File: src/fnv1a_fmix64_hash_unit_macros.svh
// assertion macros for the fnv1a/fmix64 hash unit
// used by the top level only, no other dependencies
`ifndef FNV1A_FMIX64_HASH_UNIT_MACROS_SVH
`define FNV1A_FMIX64_HASH_UNIT_MACROS_SVH
`ifndef NO_ASSERTIONS
// checked while out of reset
`define FNVFM_ASSERT(lbl, prop, msg) \
    lbl: assert property (@(posedge clk) disable iff (!rst_n) prop) else $error(msg);
// checked at every edge, reset included
`define FNVFM_ASSERT_ALWAYS(lbl, prop, msg) \
    lbl: assert property (@(posedge clk) prop) else $error(msg);
`else
`define FNVFM_ASSERT(lbl, prop, msg)
`define FNVFM_ASSERT_ALWAYS(lbl, prop, msg)
`endif
`endif

File: src/fnvfm_pkg.sv
// shared constants and types of the fnv1a/fmix64 hash unit
// no dependencies
`timescale 1ns / 1ps
package fnvfm_pkg;
    localparam int HASH_W = 64;
    localparam int HALF_W = 32;
    localparam logic [HASH_W-1:0] FNV_OFFSET_BASIS = 64'hcbf29ce484222325;
    localparam logic [HASH_W-1:0] FMIX_MUL_A = 64'hff51afd7ed558ccd;
    localparam logic [HASH_W-1:0] FMIX_MUL_B = 64'hc4ceb9fe1a85ec53;
    localparam int FMIX_SHIFT = 33;

    // head of the hand-off queue as seen by the finalizer
    typedef struct packed {
        logic              valid;
        logic [HASH_W-1:0] data;
    } q_head_t;

    // queue fill status for the front side
    typedef struct packed {
        logic full;
        logic empty;
    } q_stat_t;

    typedef enum logic [2:0] {
        B_IDLE,
        B_MA0,
        B_MA1,
        B_MA2,
        B_MB0,
        B_MB1,
        B_MB2,
        B_DONE
    } back_state_t;
endpackage

File: src/fnv1a_fmix64_hash_unit.sv
// top level of the fnv1a/fmix64 hash unit: front, hand-off queue, finalizer
// depends on fnvfm_pkg, fnvfm_front, fnvfm_queue, fnvfm_back and the macros header
//
// usage
//   input channel: one word per string byte (data_byte, has_byte, last) under
//   in_valid / in_stall. has_byte clear with last set hashes an empty string;
//   has_byte and last both clear is a no-op word
//   output channel: one hash_value word per string, under out_valid / out_stall
// throughput
//   bytes are absorbed at one word per cycle while in_stall is low; the fnv prime
//   multiply is shift-add logic in the front. per string the finalizer pops, forms
//   six 32x32 partial products on one shared multiplier and fills the output register,
//   so strings of fewer bytes than these steps are limited by the finalizer
// stalls
//   a held result stalls the finalizer; finished strings then wait in the
//   hand-off queue (QUEUE_DEPTH entries), and in_stall rises only once it fills.
//   bytes of the next string keep flowing until then
// reset
//   asynchronous, active low: running hash back to the fnv offset basis,
//   queue empty, no result pending
`timescale 1ns / 1ps
`include "fnv1a_fmix64_hash_unit_macros.svh"
module fnv1a_fmix64_hash_unit #(
    parameter int QUEUE_DEPTH = 2
) (
    input  logic                         clk,
    input  logic                         rst_n,
    input  logic                         in_valid,
    output logic                         in_stall,
    input  logic [7:0]                   data_byte,
    input  logic                         has_byte,
    input  logic                         last,
    output logic                         out_valid,
    input  logic                         out_stall,
    output logic [fnvfm_pkg::HASH_W-1:0] hash_value
);
    import fnvfm_pkg::*;

    logic              in_accept;
    logic              push;
    logic [HASH_W-1:0] push_data;
    logic              pop;
    q_head_t           head;
    q_stat_t           stat;

    // stall whenever the queue is full, so a last word always finds room
    assign in_stall  = stat.full;
    assign in_accept = in_valid && !in_stall;

    fnvfm_front u_front (
        .clk       (clk),
        .rst_n     (rst_n),
        .accept    (in_accept),
        .data_byte (data_byte),
        .has_byte  (has_byte),
        .last      (last),
        .push      (push),
        .push_data (push_data)
    );

    fnvfm_queue #(
        .DEPTH (QUEUE_DEPTH)
    ) u_queue (
        .clk       (clk),
        .rst_n     (rst_n),
        .push      (push),
        .push_data (push_data),
        .pop       (pop),
        .head      (head),
        .stat      (stat)
    );

    fnvfm_back u_back (
        .clk        (clk),
        .rst_n      (rst_n),
        .head       (head),
        .pop        (pop),
        .out_valid  (out_valid),
        .out_stall  (out_stall),
        .hash_value (hash_value)
    );

    // finalizer only takes from a non-empty queue
    `FNVFM_ASSERT(a_pop_nonempty, pop |-> !stat.empty, "finalizer popped an empty queue")
    // finalizer never takes new work while a result is on offer
    `FNVFM_ASSERT(a_no_pop_while_out, out_valid |-> !pop, "pop while result pending")
    // a last word accepted into a queue without room would be lost
    `FNVFM_ASSERT(a_push_room, push |-> !stat.full, "push into full queue")
    // nothing on offer from the edge after reset has been seen
    `FNVFM_ASSERT_ALWAYS(a_reset_quiet, !rst_n |=> !out_valid && !in_stall,
        "output or stall active in reset")
endmodule

File: src/fnvfm_front.sv
// byte absorber: running fnv-1a hash, hands finished strings to the queue
// depends on fnvfm_pkg
`timescale 1ns / 1ps
module fnvfm_front (
    input  logic                      clk,
    input  logic                      rst_n,
    input  logic                      accept,
    input  logic [7:0]                data_byte,
    input  logic                      has_byte,
    input  logic                      last,
    output logic                      push,
    output logic [fnvfm_pkg::HASH_W-1:0] push_data
);
    import fnvfm_pkg::*;

    logic [HASH_W-1:0] hash_reg;
    logic [HASH_W-1:0] hash_next;
    logic [HASH_W-1:0] mixed;
    logic [HASH_W-1:0] absorbed;

    // prime is 2^40 + 0x1b3, so the multiply is a handful of shifted adds
    always_comb
    begin
        mixed = hash_reg ^ {{(HASH_W-8){1'b0}}, data_byte};
        absorbed = (mixed << 40) + (mixed << 8) + (mixed << 7) + (mixed << 5)
                 + (mixed << 4) + (mixed << 1) + mixed;
    end

    always_comb
    begin
        push_data = has_byte ? absorbed : hash_reg;
        push      = accept && last;
        hash_next = hash_reg;
        if (accept)
        begin
            hash_next = last ? FNV_OFFSET_BASIS : push_data;
        end
    end

    always_ff @(posedge clk or negedge rst_n)
    begin
        if (!rst_n)
        begin
            hash_reg <= FNV_OFFSET_BASIS;
        end
        else
        begin
            hash_reg <= hash_next;
        end
    end
endmodule

File: src/fnvfm_queue.sv
// short hand-off queue of absorbed hashes between front and finalizer
// depends on fnvfm_pkg
`timescale 1ns / 1ps
module fnvfm_queue #(
    parameter int DEPTH = 2
) (
    input  logic                         clk,
    input  logic                         rst_n,
    input  logic                         push,
    input  logic [fnvfm_pkg::HASH_W-1:0] push_data,
    input  logic                         pop,
    output fnvfm_pkg::q_head_t           head,
    output fnvfm_pkg::q_stat_t           stat
);
    import fnvfm_pkg::*;

    localparam int PTR_W = (DEPTH > 1) ? $clog2(DEPTH) : 1;
    localparam int CNT_W = $clog2(DEPTH + 1);
    localparam logic [PTR_W-1:0] LAST_PTR = PTR_W'(DEPTH - 1);
    localparam logic [CNT_W-1:0] FULL_CNT = CNT_W'(DEPTH);

    logic [HASH_W-1:0] entry_reg [DEPTH];
    logic [PTR_W-1:0]  wr_ptr_reg, wr_ptr_next;
    logic [PTR_W-1:0]  rd_ptr_reg, rd_ptr_next;
    logic [CNT_W-1:0]  count_reg, count_next;
    logic              do_push;
    logic              do_pop;

    always_comb
    begin
        stat.full   = (count_reg == FULL_CNT);
        stat.empty  = (count_reg == '0);
        head.valid  = !stat.empty;
        head.data   = entry_reg[rd_ptr_reg];
        do_push     = push && !stat.full;
        do_pop      = pop && !stat.empty;
        wr_ptr_next = wr_ptr_reg;
        rd_ptr_next = rd_ptr_reg;
        count_next  = count_reg;
        if (do_push)
        begin
            wr_ptr_next = (wr_ptr_reg == LAST_PTR) ? '0 : wr_ptr_reg + 1'b1;
        end
        if (do_pop)
        begin
            rd_ptr_next = (rd_ptr_reg == LAST_PTR) ? '0 : rd_ptr_reg + 1'b1;
        end
        if (do_push && !do_pop)
        begin
            count_next = count_reg + 1'b1;
        end
        else if (do_pop && !do_push)
        begin
            count_next = count_reg - 1'b1;
        end
    end

    always_ff @(posedge clk)
    begin
        if (do_push)
        begin
            entry_reg[wr_ptr_reg] <= push_data;
        end
    end

    always_ff @(posedge clk or negedge rst_n)
    begin
        if (!rst_n)
        begin
            wr_ptr_reg <= '0;
            rd_ptr_reg <= '0;
            count_reg  <= '0;
        end
        else
        begin
            wr_ptr_reg <= wr_ptr_next;
            rd_ptr_reg <= rd_ptr_next;
            count_reg  <= count_next;
        end
    end
endmodule

File: src/fnvfm_back.sv
// murmur3 fmix64 finalizer on one shared 32x32 multiplier, plus output register
// depends on fnvfm_pkg
`timescale 1ns / 1ps
module fnvfm_back (
    input  logic                         clk,
    input  logic                         rst_n,
    input  fnvfm_pkg::q_head_t           head,
    output logic                         pop,
    output logic                         out_valid,
    input  logic                         out_stall,
    output logic [fnvfm_pkg::HASH_W-1:0] hash_value
);
    import fnvfm_pkg::*;

    back_state_t       state_reg, state_next;
    logic [HASH_W-1:0] x_reg, x_next;
    logic [HASH_W-1:0] acc_reg, acc_next;
    logic [HASH_W-1:0] res_reg, res_next;
    logic [HALF_W-1:0] op_a;
    logic [HALF_W-1:0] op_b;
    logic [HASH_W-1:0] prod;
    logic [HASH_W-1:0] acc_sum;
    logic [HASH_W-1:0] mixed_sum;

    always_comb
    begin
        state_next = state_reg;
        case (state_reg)
            B_IDLE: if (head.valid) state_next = B_MA0;
            B_MA0:  state_next = B_MA1;
            B_MA1:  state_next = B_MA2;
            B_MA2:  state_next = B_MB0;
            B_MB0:  state_next = B_MB1;
            B_MB1:  state_next = B_MB2;
            B_MB2:  state_next = B_DONE;
            B_DONE: if (!out_stall) state_next = B_IDLE;
            default: state_next = B_IDLE;
        endcase
    end

    // low 64 bits of x*c: xl*cl + ((xh*cl + xl*ch) << 32), one product a cycle
    always_comb
    begin
        op_a = x_reg[HALF_W-1:0];
        op_b = FMIX_MUL_A[HALF_W-1:0];
        case (state_reg)
            B_MA1:   op_a = x_reg[HASH_W-1:HALF_W];
            B_MA2:   op_b = FMIX_MUL_A[HASH_W-1:HALF_W];
            B_MB0:   op_b = FMIX_MUL_B[HALF_W-1:0];
            B_MB1:
            begin
                op_a = x_reg[HASH_W-1:HALF_W];
                op_b = FMIX_MUL_B[HALF_W-1:0];
            end
            B_MB2:   op_b = FMIX_MUL_B[HASH_W-1:HALF_W];
            default: op_b = FMIX_MUL_A[HALF_W-1:0];
        endcase
        prod      = HASH_W'(op_a) * HASH_W'(op_b);
        acc_sum   = acc_reg + {prod[HALF_W-1:0], {HALF_W{1'b0}}};
        mixed_sum = acc_sum ^ (acc_sum >> FMIX_SHIFT);
    end

    always_comb
    begin
        pop       = 1'b0;
        out_valid = (state_reg == B_DONE);
        x_next    = x_reg;
        acc_next  = acc_reg;
        res_next  = res_reg;
        case (state_reg)
            B_IDLE:
            begin
                pop    = head.valid;
                x_next = head.data ^ (head.data >> FMIX_SHIFT);
            end
            B_MA0, B_MB0:  acc_next = prod;
            B_MA1, B_MB1:  acc_next = acc_sum;
            B_MA2:         x_next   = mixed_sum;
            B_MB2:         res_next = mixed_sum;
            default:       acc_next = acc_reg;
        endcase
    end

    assign hash_value = res_reg;

    always_ff @(posedge clk)
    begin
        x_reg   <= x_next;
        acc_reg <= acc_next;
        res_reg <= res_next;
    end

    always_ff @(posedge clk or negedge rst_n)
    begin
        if (!rst_n)
        begin
            state_reg <= B_IDLE;
        end
        else
        begin
            state_reg <= state_next;
        end
    end
endmodule
File: config.mk
export PLATFORM = sky130hd
export DESIGN_NAME = fnv1a_fmix64_hash_unit
export DESIGN_NICKNAME = d
export VERILOG_FILES = /design/src/fnvfm_pkg.sv /design/src/fnv1a_fmix64_hash_unit.sv /design/src/fnvfm_front.sv /design/src/fnvfm_queue.sv /design/src/fnvfm_back.sv
export VERILOG_INCLUDE_DIRS = /design/src /design/src/src
export SDC_FILE = /design/constraint.sdc
export NUM_CORES = 2
export LEC_CHECK = 0
export ABC_AREA = 1
export BUFFER_PORTS_ARGS = -buffer_cell sky130_fd_sc_hd__buf_4
export CORE_MARGIN = 2
export CORE_UTILIZATION = 40
export CTS_CLUSTER_SIZE = 8
export DETAILED_ROUTE_END_ITERATION = 10
export HOLD_SLACK_MARGIN = 0.08
export PLACE_DENSITY = 0.58
export SLEW_MARGIN = 20
export SYNTH_ARGS = -nofsm -noshare
export SYNTH_HDL_FRONTEND = slang
export SYNTH_HIERARCHICAL = 1
export SYNTH_SLANG_ARGS = --single-unit
export TNS_END_PERCENT = 1
File: constraint.sdc
create_clock -name clk -period 13.2 [get_ports clk]
set_clock_uncertainty 0.05 [all_clocks]
set_input_delay 1.98 -clock clk [delete_from_list [all_inputs] [get_ports clk]]
set_output_delay 1.98 -clock clk [all_outputs]
set_load 0.005 [all_outputs]
* Yosys cells after proc, flatten, opt, wreduce, memory -nomap -nowiden
Memories as Yosys holds them, arrays and structs flattened. Index checks and enable logic that the tools add are counted.
Word-level totals: register bits after elaboration 263, RAM bits 128, input bits 14, output and inout bits 66, logic and storage cells 69, memories kept 1
Operators by class: $add $sub $neg 11, multipliers 1, equal/unequal tests 10, multiplexer cells 16, bitwise logic cells 3, reductions and logical operators 19
Memories:
- u_queue.entry_reg | depth 2, width 64, rd ports 1, clocked after Yosys merged registers in 0, write ports 1, RTL line fnvfm_queue.sv:22 | logic [HASH_W-1:0] entry_reg [DEPTH];
Operator list (count):
- adder 64 bit | 7
- one-hot mux 64 bit (2 select lines) | 2
- 2-to-1 mux 64 bit | 2
- bitwise XOR 64 x 31 -> 64 bit | 2
- one-hot mux 32 bit (3 select lines) | 1
- multiplier 32 x 32 -> 64 bit | 1
- bitwise XOR 64 x 8 -> 64 bit | 1
- 2-to-1 mux 32 bit | 1
- one-hot mux 3 bit (8 select lines) | 1
- equality test 3 bit, second input constant | 4
- equality test 3 x 2 -> 1 bit, second input constant | 2
- logical AND 1 bit | 6
- 2-to-1 mux 3 bit | 2
- nonzero test 2 bit | 3
- OR reduction 2 bit | 3
- 2-to-1 mux 1 bit | 5
- logical NOT 1 bit | 4
- 2-to-1 mux 2 bit | 2
- != test 2 bit, second input constant | 2
- equality test 3 x 1 -> 1 bit, second input constant | 1
- logical NOT 3 bit | 1
- adder 1 bit, second input constant | 2
- adder 2 x 1 -> 2 bit, second input constant | 1
- equality test 2 bit, second input constant | 1
- other kinds (3) | 3

* Longest topological paths before layout
depth after elaboration 9, mapped depth 53, mapped depth without buffers 52

* Cells and area by module
The synthesis kept the hierarchy.
By module, submodules not included:
- fnvfm_back | instances 1, cells each 4490, area each 40771.6 um^2, sequential area each 5840.6 um^2
- fnvfm_front | instances 1, cells each 2317, area each 16054.1 um^2, sequential area each 1636.6 um^2
- fnvfm_queue | instances 1, cells each 367, area each 4883.4 um^2, sequential area each 3943.8 um^2
- fnv1a_fmix64_hash_unit | instances 1, cells each 2, area each 10.0 um^2, sequential area each 0.0 um^2

* Worst setup path before layout
Ideal clock, no wire load.
kind register -> register, start register u_back.state_reg[2], end register u_back.res_reg[29] (netlist: u_back/hash_value[29]), data pin, library setup time 255 ps, data arrival time 8843 ps, required time 12895 ps, slack 4052 ps, stages on the path, launching flop included 38, buffers on the path 3, period minus slack after synthesis 9148 ps, cells stage by stage dfrtp_1 -> clkbuf_2 -> inv_1 -> nor2_1 -> buf_2 -> buf_2 -> nor2_1 -> fa_1 -> inv_1 -> fa_1 -> fa_1 -> inv_1 -> fa_1 -> inv_1 -> fa_1 -> inv_1 -> fa_1 -> fa_1 -> [2 not listed] -> nand2_1 -> nor2_1 -> inv_1 -> o21ai_0 -> inv_1 -> nand2_1 -> xor2_1 -> inv_1 -> ha_1 -> inv_2 -> nor3_2 -> nand2_1 -> nor3_1 -> nand2_1 -> nand2_1 -> xor2_2 -> nand2_1 -> and2_1
Between the ends: longest elaborated chain between the ends 6, elaborated cells between the ends (all ways) 12, classes of those cells add/sub (1); mul (1); eq/ne (5); mux (2); bitwise (1); reduce/logical (2)
Ends and longest elaborated chain:
- start, declared | RTL line fnvfm_back.sv:15 | back_state_t state_reg, state_next;
- start signal, assigned | RTL line fnvfm_back.sv:101 | state_reg <= state_next;
- equality test 3 bit / equality test 3 x 2 -> 1 bit (equally long branches) | RTL line fnvfm_back.sv:46 | case (state_reg)
- OR reduction 2 bit (no line)
- one-hot mux 32 bit (3 select lines) / 2-to-1 mux 32 bit (equally long branches) | RTL line fnvfm_back.sv:46
- multiplier 32 x 32 -> 64 bit (*) | RTL line fnvfm_back.sv:58 | prod = HASH_W'(op_a) * HASH_W'(op_b);
- adder 64 bit (*) | RTL line fnvfm_back.sv:59 | acc_sum = acc_reg + {prod[HALF_W-1:0], {HALF_W{1'b0}}};
- via u_back.acc_sum[62] | RTL line fnvfm_back.sv:22 | logic [HASH_W-1:0] acc_sum;
- bitwise XOR 64 x 31 -> 64 bit (*) | RTL line fnvfm_back.sv:60 | mixed_sum = acc_sum ^ (acc_sum >> FMIX_SHIFT);
- via u_back.mixed_sum[29] | RTL line fnvfm_back.sv:23 | logic [HASH_W-1:0] mixed_sum;
- end signal, assigned | RTL line fnvfm_back.sv:90 | res_reg <= res_next;
- end, declared | RTL line fnvfm_back.sv:18 | logic [HASH_W-1:0] res_reg, res_next;
The timed path passes the listed nets; every way through them passes the cells marked *. A chain may end at the register's enable or synchronous reset.

* Worst setup path after layout
start register u_back.state_reg[2], end register u_back.res_reg[20] (netlist: u_back/hash_value[20]), data pin
The elaborated chain is that of the path after synthesis.

==> metrics.md <==
| Metric | Value |
|---|---|
| Outcome | finished clean |
| First-pass GRT wire length | 333400 um |
| Setup crit start kind | flop |
| Gr usage total | 29.13% |
| HP Start | u_queue/wr_ptr_reg |
| Total Die Area | 0.1575 mm^2 |
| Yosys cell types | 58 |
| Worst-path fanout max | 93 |
| Setup-failing EPs final | 0 |
| Slowest stage delay, CP | 0.77 ns |
| DRC | 0 |
| Max Cap Violations | 0 |
| Average size of a mapped cell | 8.601 um^2 |
| Die W | 396.8 um |
| Wire length after detailed routing | 224700 um |
| Buf+Inv Stages, Crit Path | 12 |
| FP Rows | 144 |
| Fillcell total | 15450 |
| CORE AREA | 0.1537 mm^2 |
| Critical Path End | u_back/hash_value[20] |
| Critical path class | flop to flop |
| CP top delay family | adder cells |
| Ports | 80 |
| Synth Cell Area | 0.06172 mm^2 |
| Pre-antenna DRT Iters | 6 |
| Number of synthesized flops with an enable pin | 320 |
| Slowest stage cell, crit path | o21ai_2 |
| Mapped Cells | 7176 |
| Vias | 47100 |
| Clock-pin slew on the worst setup and hold paths | 0.05 ns |
| Reg-to-reg endpoint | u_back/hash_value[20] |
| Largest net degree at the start of global routing | 94 |
| Clock latency on the worst-skew pair | 0.66 ns |
| Final Cycle Share | 84.74% |
| Setup_tns | 0 ns |
| Pins over their slew limit | 0 |
| Num CTS Buffers | 57 |
| Hold Crit Class | flop to flop |
| CP Capture Type | flop |
| Critical path required time | 13.55 ns |
| Global route overflow | 0 |
| Post-CTS sizing | 0 |
| Initial antenna violation count | 7 |
| Min Tclk post-route | 11.19 ns |
| Clock Path Buffers | 3 |
| Port Buf Inserts | 79 |
| Sequential cell area fraction in the yosys report | 18.50% |
| Initial drt markers | 4377 |
| Maximum level of the CTS H-tree | 2 |
| Layout cells sized above 1 | 5.964% |
| Reg2reg setup slack | 2.01 ns |
| Vias in the first global route | 48900 |
| Crit path top cell by count | inv_1 |
| DP Wirelength | 193800 um |
| Slew margin rel. | 14.76% |
| Sink Count | 391 |
| Starting Density | 40.16% |
| Layout area overhead | 7.509% |
| RSZ-0062 raised after global routing | false |
| Final Hold Viols | 0 |
| Reg-to-Reg Start | u_back/state_reg[2] |
| GP Congestion | 1.004 |
| Post-DRT Antenna Nets | 0 |
| CTS tree | done |
| Max FFs per register | 128 |
| Crit path from | u_back/state_reg[2] |
| Worst Reg-to-Reg Cells | 39 |
| Flops & latches, synth | 391 |
| YS warnings | 6 |
| Worst path depth | 39 |
| Syn Nets | 8736 |
| Final net count | 8798 |
| Postcts setup bufs | 0 |
| Worst slew pin tran | 1.274 ns |
| Worst EP arrival | 11.54 ns |
| Setup slack at placement | 2.216 ns |
| Ys async rst share | 18.16% |
| Die Y | 396.8 um |
| Via density | 5.052 |
| Root buffer cell | clkbuf_16 |
| Peak Freq | 89.40 MHz |
| Most used flip-flop cell after synthesis | edfxtp_1 |
| Final worst slack | 2.014 ns |
| CTS Hold Bufs | 0 |
| Routed len/inst | 24.10 um |
[stage by stage]
stage	area [um^2]	cells	hold slack [ns]	util, %
4_1_cts	66350	9321	0.4316	43.17
2_1_floorplan	61720	7176	0.3768	-
3_3_place_gp	64690	9223	0.4124	42.09
6_report	66350	9324	0.4341	43.17
3_5_place_dp	64690	9223	0.4161	42.09
5_1_grt	66350	9321	0.4483	43.17
[how the worst min path moves through the flow]
stage | cells after the start | end
2_1_floorplan | 0 | u_back/hash_value[31]
3_3_place_gp | 2 | u_front/hash_reg[33]
3_5_place_dp | 2 | u_queue/wr_ptr_reg
4_1_cts | 2 | u_queue/wr_ptr_reg
5_1_grt | 2 | u_front/hash_reg[48]
6_report | 2 | u_queue/wr_ptr_reg
[cells in the mapped netlist (16+ instances only)]
cell | count | area (um^2)
inv_2 | 38 | 142.6
xor2_1 | 78 | 683.2
buf_4 | 18 | 135.1
o21ai_1 | 31 | 155.2
nand4_1 | 33 | 206.5
o21ai_2 | 30 | 262.8
nand2_2 | 29 | 181.4
or2_1 | 23 | 143.9
nor2_2 | 31 | 193.9
and2_1 | 22 | 137.6
nand3_1 | 204 | 1021
clkbuf_1 | 53 | 198.9
a21oi_1 | 149 | 745.7
o21bai_1 | 20 | 150.1
nor3_1 | 22 | 110.1
xnor2_1 | 56 | 490.5
a31oi_1 | 16 | 100.1
dfrtp_1 | 43 | 1076
nand3_2 | 21 | 210.2
buf_2 | 32 | 160.2
nor2_1 | 558 | 2095
fa_1 | 1107 | 22160
or2_2 | 17 | 106.4
dfstp_2 | 28 | 735.7
ha_1 | 439 | 5493
o21ai_0 | 159 | 795.8
nand2_1 | 1504 | 5645
inv_1 | 1952 | 7327
edfxtp_1 | 320 | 9609
o22ai_1 | 18 | 112.6
[cells by family after synthesis]
logic type	Yosys count	synth area share [%]
simple gates	2499	16.75
buf+inv	2111	13.06
fa+ha+maj	1546	44.81
compound gates	484	4.653
flops	391	18.50
xor+xnor	145	2.224
[worst reg2reg max path, delay by kind of cell, from the launching register on]
kind            cells  cell delay [ns]
fa+ha+maj          10             4.92
simple gates       12             1.71
xor+xnor            2             1.15
buf+inv            12             1.32
compound gates      3             1.33
flops               1             0.49
[cell type report]
cell class	instances	area [um^2]	share of cell area, %
multi-input combinational	4674	42300	63.75
clock inverter	8	76.32	0.1150
timing repair buffer	121	920.9	1.388
tap	2044	2557	3.854
antenna	3	7.507	0.01131
inverter	1993	7487	11.28
clock buffer	90	1582	2.383
sequential	391	11420	17.21
[layout by cell type (no fill, tap or decap), drive strengths merged]
master	n
or2	44
nor4	2
nand3b	13
and3	3
xor2	85
diode	3
a31o	1
clkinv	10
a21o	9
xor3	1
nand3	225
a21boi	17
clkinvlp	1
edfxtp	320
xnor2	57
inv	1990
nor3	29
a21oi	155
a31oi	16
ha	439
buf	121
dfstp	28
nand4	33
o21ai	227
o21a	10
nand2	1536
dfrtp	43
and2	23
clkbuf	90
o22ai	18
o2111ai	2
fa	1107
o21bai	22
xnor3	2
nor2	591
o211ai	7
[layer usage]
layer  share of wire, %  global-route usage (%)  wire, um
met1                 43                   40.58     96660
met2                 45                   45.95    102000
met3                8.0                   5.478     18030
met4                3.6                   9.071      8005
met5             0.0058                       0        13
Power is not shown: default switching activity piles up to over one toggle a cycle in this logic, so the estimate is an artifact.
